`config.mk`:
```
export PLATFORM = sky130hd
export DESIGN_NAME = eltu_ctrl
export DESIGN_NICKNAME = d
export VERILOG_FILES = /design/src/rtl/eltu_pkg.sv /design/src/rtl/eltu_ctrl.sv
export SDC_FILE = /design/constraint.sdc
export NUM_CORES = 1
export LEC_CHECK = 0
export ABC_CLOCK_PERIOD_IN_PS = 2100
export BUFFER_PORTS_ARGS = -buffer_cell sky130_fd_sc_hd__buf_2
export CAP_MARGIN = 25
export CORE_AREA = 2 2 43 45
export CTS_BUF_LIST = sky130_fd_sc_hd__clkbuf_8
export DETAILED_ROUTE_END_ITERATION = 6
export DIE_AREA = 0 0 45 47
export PLACE_DENSITY = 0.7
export SYNTH_ARGS = -nofsm -noshare
export SYNTH_HDL_FRONTEND = slang
export SYNTH_SLANG_ARGS = --single-unit
```
`constraint.sdc`:
```
create_clock -name clk -period 2.1 [get_ports clk]
set_clock_uncertainty 0.2 [all_clocks]
set_input_delay 0.105 -clock clk [delete_from_list [all_inputs] [get_ports clk]]
set_output_delay 0.105 -clock clk [all_outputs]
set_load 0.01 [all_outputs]
```
`src/rtl/eltu_pkg.sv`:
```
`default_nettype none
package eltu_pkg;

  localparam int NODES      = 64;
  localparam int SEL_COLS   = 32;
  localparam int GRAPH_COLS = 32;

  localparam int NODE_W    = 7;
  localparam int ROW_W     = $clog2(NODES);
  localparam int COL_MAX   = (SEL_COLS > GRAPH_COLS) ? SEL_COLS : GRAPH_COLS;
  localparam int COL_W     = $clog2(COL_MAX + 1);
  localparam int SEL_DEPTH  = NODES * SEL_COLS;
  localparam int EDGE_DEPTH = NODES * GRAPH_COLS;
  localparam int SEL_AW    = (SEL_DEPTH > 1) ? $clog2(SEL_DEPTH) : 1;
  localparam int EDGE_AW   = (EDGE_DEPTH > 1) ? $clog2(EDGE_DEPTH) : 1;
  localparam int DEPTH_MAX = (SEL_DEPTH > EDGE_DEPTH) ? SEL_DEPTH : EDGE_DEPTH;
  localparam int CLR_W     = $clog2(DEPTH_MAX + 1);

  localparam logic FUNC_ADD = 1'b0;
  localparam logic FUNC_REM = 1'b1;

  // phases of one item
  localparam logic [1:0] PH_SEL_A  = 2'd0;
  localparam logic [1:0] PH_SCAN_B = 2'd1;
  localparam logic [1:0] PH_EDGE_A = 2'd2;
  localparam logic [1:0] PH_EDGE_B = 2'd3;

  typedef struct packed {
    logic       clr_step;
    logic       capture;
    logic       op_start;
    logic       set_rule;
    logic       cnt_act;
    logic       walk_en;
    logic       fill_en;
    logic       out_load;
    logic [1:0] phase;
  } cmd_t;

  typedef struct packed {
    logic clr_done;
    logic in_range;
    logic func;
    logic mode;
    logic rule;
    logic walk_done;
    logic need_fill;
    logic fill_done;
    logic out_busy;
  } status_t;

endpackage
`default_nettype wire

```
`src/rtl/eltu_ctrl.sv`:
```
`default_nettype none
module eltu_ctrl (
  input  wire               clk,
  input  wire               rst,
  input  wire               in_valid,
  output logic              in_ready,
  input  eltu_pkg::status_t st,
  output eltu_pkg::cmd_t    cmd
);
  import eltu_pkg::*;

  localparam logic [3:0] S_CLR   = 4'd0;
  localparam logic [3:0] S_IDLE  = 4'd1;
  localparam logic [3:0] S_CHECK = 4'd2;
  localparam logic [3:0] S_OP    = 4'd3;
  localparam logic [3:0] S_CNT   = 4'd4;
  localparam logic [3:0] S_WALK  = 4'd5;
  localparam logic [3:0] S_FILL  = 4'd6;
  localparam logic [3:0] S_NEXT  = 4'd7;
  localparam logic [3:0] S_FIN   = 4'd8;

  logic [3:0] state, state_next;
  logic [1:0] phase, phase_next;

  always_ff @(posedge clk) begin
    if (rst) begin
      state <= S_CLR;
      phase <= PH_SEL_A;
    end else begin
      state <= state_next;
      phase <= phase_next;
    end
  end

  always_comb begin
    state_next = state;
    phase_next = phase;
    cmd        = '0;
    cmd.phase  = phase;
    in_ready   = 1'b0;
    case (state)
      S_CLR: begin
        cmd.clr_step = 1'b1;
        if (st.clr_done) state_next = S_IDLE;
      end
      S_IDLE: begin
        in_ready = 1'b1;
        if (in_valid) begin
          cmd.capture = 1'b1;
          state_next  = S_CHECK;
        end
      end
      S_CHECK: begin
        phase_next = PH_SEL_A;
        state_next = st.in_range ? S_OP : S_FIN;
      end
      S_OP: begin
        if (phase == PH_SCAN_B) begin
          if (st.mode) begin
            cmd.set_rule = 1'b1;
            phase_next   = PH_EDGE_A;
          end else begin
            cmd.op_start = 1'b1;
            state_next   = S_WALK;
          end
        end else if (phase != PH_SEL_A && !st.rule) begin
          state_next = S_FIN;
        end else begin
          cmd.op_start = 1'b1;
          state_next   = S_CNT;
        end
      end
      S_CNT: begin
        cmd.cnt_act = 1'b1;
        state_next  = (st.func == FUNC_ADD) ? S_NEXT : S_WALK;
      end
      S_WALK: begin
        cmd.walk_en = 1'b1;
        if (st.walk_done)
          state_next = (phase != PH_SCAN_B && st.need_fill) ? S_FILL : S_NEXT;
      end
      S_FILL: begin
        cmd.fill_en = 1'b1;
        if (st.fill_done) state_next = S_NEXT;
      end
      S_NEXT: begin
        if (phase == PH_EDGE_B) begin
          state_next = S_FIN;
        end else begin
          phase_next = phase + 2'd1;
          state_next = S_OP;
        end
      end
      S_FIN: begin
        if (!st.out_busy) begin
          cmd.out_load = 1'b1;
          state_next   = S_IDLE;
        end
      end
      default: state_next = S_CLR;
    endcase
  end

endmodule
`default_nettype wire

```
==> impl_metrics.toml <==
[status]
status = "finished clean"

[routing]
vias = 783
vias_per_cell = 5.887
drt-initial-drc-count = 23
wl_per_cell_um = 13.42
drt_pass1_iterations = 4
drt_wl_total_mm = 1.785
drc = 0
antenna_left = 0

[clock_tree]
cts_buffer_depth = 2
cts-root-buf = "clkbuf_8"
cts_setup_buffers = 0
cts.sinks = 6
htree_num_levels = 1
clk_latency_ns = 0.23
numCtsBuffers = 3
cts_tree = "built"
clk_pin_slew_ns = 0.04

[global_route]
grt-busiest-layer = "met2"
grt_max_degree = 14
gr-usage-met2 = 0.2857
met1_usage = 0.2454
track_usage = 0.1855
met3_usage = 0.03846
grt_pass1_wl_mm = 2.877
grt_pass1_vias = 667
grt_antenna_before_repair = 0
overflow = 0

[yosys]
syn-num-nets = 106
postSynthAreaPerCell_um2 = 7.132
ys_warn_count = 0
synthCells = 90
ys_seq_area_frac = 0.1871
yosysUniqueCellTypes = 34
ys_seq_elements = 6
synth_area_um2 = 641.9

[sta]
max_slew.worst_pin.slew_ns = 0.3915
setup_tns_ns = 0
slew_headroom = 0.7386
max_clock_freq_mhz = 511.0
rsz0062_at_grt = "no"
setup_viol = 0
period_share = 0.9319
fin_crit_ns = 1.957
maxSlewViolCount = 0
setup_slack_ns = 0.1430
hold_viol = 0

[die]
die_w_um = 45
core_area_mm2 = 0.001652
die_h_um = 47
die_area_mm2 = 0.002115
ios = 23
rows = 15
start_util = 0.3886

[power_and_ir_drop]
cellLeakagePower_nw = 0.3640
pwr_density_cell_mw_per_mm2 = 882.5
irDropWorstVdd_mv = 0.3243

[layout]
area_delta_synth_final_pct = 30.41
fillerInstances = 161
nets = 134
layout-drive-gt1-share = 0.2931
diodes = 0

[setup_path]
critPathMaxFanout = 7
crit_buf_inv = 0
start_kind = "register"
crit_type = "reg -> reg"
critPathCaptureType = "register"
cp.arrival_ns = 1.92
critPathMaxStageDelay_ns = 0.51
critPathRequiredTime_ns = 2.06
cp_slowest_cell = "or4_1"
critical_path.top_delay_family = "simple AND/OR/NAND/NOR gates"
crit_chain = "ha_1 > nand4b_1 > o22a_1 > or4_1 > a21oi_1"

[hold_path]
hold_class = "in -> reg"

[placement]
pre_cts_ws_ns = 0.1720
port_buffers = 22
dp_hpwl_mm = 1.365
gp_congestion = 0.8296

[job]
maxCapViolations = 0
layout make-up:
type                    instances  area (um2)  area share
multi-input cells              73       469.2      0.5605
repair buffers                 29       165.2      0.1973
flip-flops and latches          6       121.4      0.1450
clock buffers                   3       41.29     0.04933
well taps                      17       21.27     0.02541
inverters                       5       18.77     0.02242
through the flow:
step / utilization / hold WS (ns) / cell area [um2] / power, mW / std cells
global route: 0.5068 / 0.07700 / 837.1 / 0.7848 / 133
CTS: 0.5061 / 0.03339 / 835.8 / 0.7283 / 133
detailed placement: 0.4750 / 0.1567 / 784.5 / 0.5449 / 129
floorplan: - / -0.02593 / 641.9 / 0.4114 / 90
finish: 0.5068 / 0.02697 / 837.1 / 0.7387 / 133
global placement: 0.4750 / 0.1563 / 784.5 / 0.5333 / 129
power by group:
| group | switching, mW | internal (mW) | leakage [nW] |
|---|---|---|---|
| combinational | 0.213 | 0.170 | 0.293 |
| clock | 0.0560 | 0.124 | 0.0216 |
| sequential | 0.0416 | 0.135 | 0.0490 |
| total | 0.310 | 0.429 | 0.364 |
repair_timing:
| action | CTS | global route |
|---|---|---|
| endpoints found under the setup margin | 0 | 1 |
| hold buffers | 1 | 0 |
| endpoints found under the hold margin | 4 | 0 |
| resized for setup | 0 | 1 |
worst min-delay path, stage by stage:
cell,delay [ns]
buf_2,0.09
nor3_1,0.04
nor2_1,0.08
o32ai_1,0.08
synth_stat cells:
cell	count	share of area
nor3_1	6	0.047
and2_1	1	0.0098
o21ai_0	6	0.047
or4_1	3	0.035
o22a_1	1	0.014
nand4b_1	2	0.027
nand2b_1	5	0.049
nor4_1	3	0.029
nor2_1	9	0.053
nor2b_1	2	0.019
clkbuf_1	4	0.023
a221oi_1	1	0.014
o41ai_2	1	0.025
or4b_1	1	0.016
and3b_1	1	0.014
a211oi_1	1	0.012
nor3b_1	1	0.012
and2b_1	1	0.012
or2_1	1	0.0098
inv_1	4	0.023
buf_6	1	0.018
o2bb2ai_1	1	0.014
buf_4	1	0.012
nand3b_1	2	0.023
a2111oi_0	1	0.014
or3_1	1	0.0098
a21oi_1	9	0.070
o32ai_1	1	0.014
ha_1	4	0.078
inv_2	1	0.0058
or3b_1	1	0.014
o22ai_1	3	0.029
dfxtp_1	6	0.19
nand2_1	4	0.023
final timing paths:
kind	startpoint	cells past startpoint	end	slack, ns
worst min-delay path	st[3]	4	state[2]$_SDFFE_PP0P_	0.03
worst max register to register	phase[0]$_SDFFE_PP0P_	5	phase[1]$_SDFFE_PP0P_	0.14
worst min register to register	phase[1]$_SDFFE_PP0P_	2	phase[1]$_SDFFE_PP0P_	0.32
worst max-delay path	phase[0]$_SDFFE_PP0P_	5	phase[1]$_SDFFE_PP0P_	0.14
flip-flops by register name (all words and copies together), names as in the netlist:
signal	cells
phase	2
state	4
logic make-up (layout without fill, tap and decap cells):
| logic type | Yosys count | count (layout) | share of synthesized area |
|---|---|---|---|
| adder cells (fa/ha/maj) | 4 | 4 | 0.07798 |
| AO/OA/AOI/OAI | 25 | 25 | 0.2515 |
| flip-flops | 6 | 6 | 0.1871 |
| AND/OR/NAND/NOR | 44 | 44 | 0.4016 |
| buffers and inverters | 11 | 37 | 0.08186 |
layer usage:
layer  wire [um]  vias up
met2         839       37
li1            -      388
met5           0        -
met1         795      354
met4          34        0
met3         116        4
cells in the final DEF (no fill, tap or decap), types with 2 or more instances in the layout:
| master | instances |
|---|---|
| nand2b_1 | 5 |
| a21oi_1 | 9 |
| inv_1 | 4 |
| buf_2 | 22 |
| buf_4 | 6 |
| o21ai_0 | 6 |
| nor4_1 | 3 |
| nand2_1 | 4 |
| nor2_1 | 9 |
| nand3b_1 | 2 |
| ha_1 | 4 |
| o22ai_1 | 3 |
| nand4b_1 | 2 |
| nor2b_1 | 2 |
| dfxtp_1 | 5 |
| or4_1 | 3 |
| clkbuf_8 | 3 |
| nor3_1 | 6 |
Note: power is estimated with default switching activity, not from simulation.
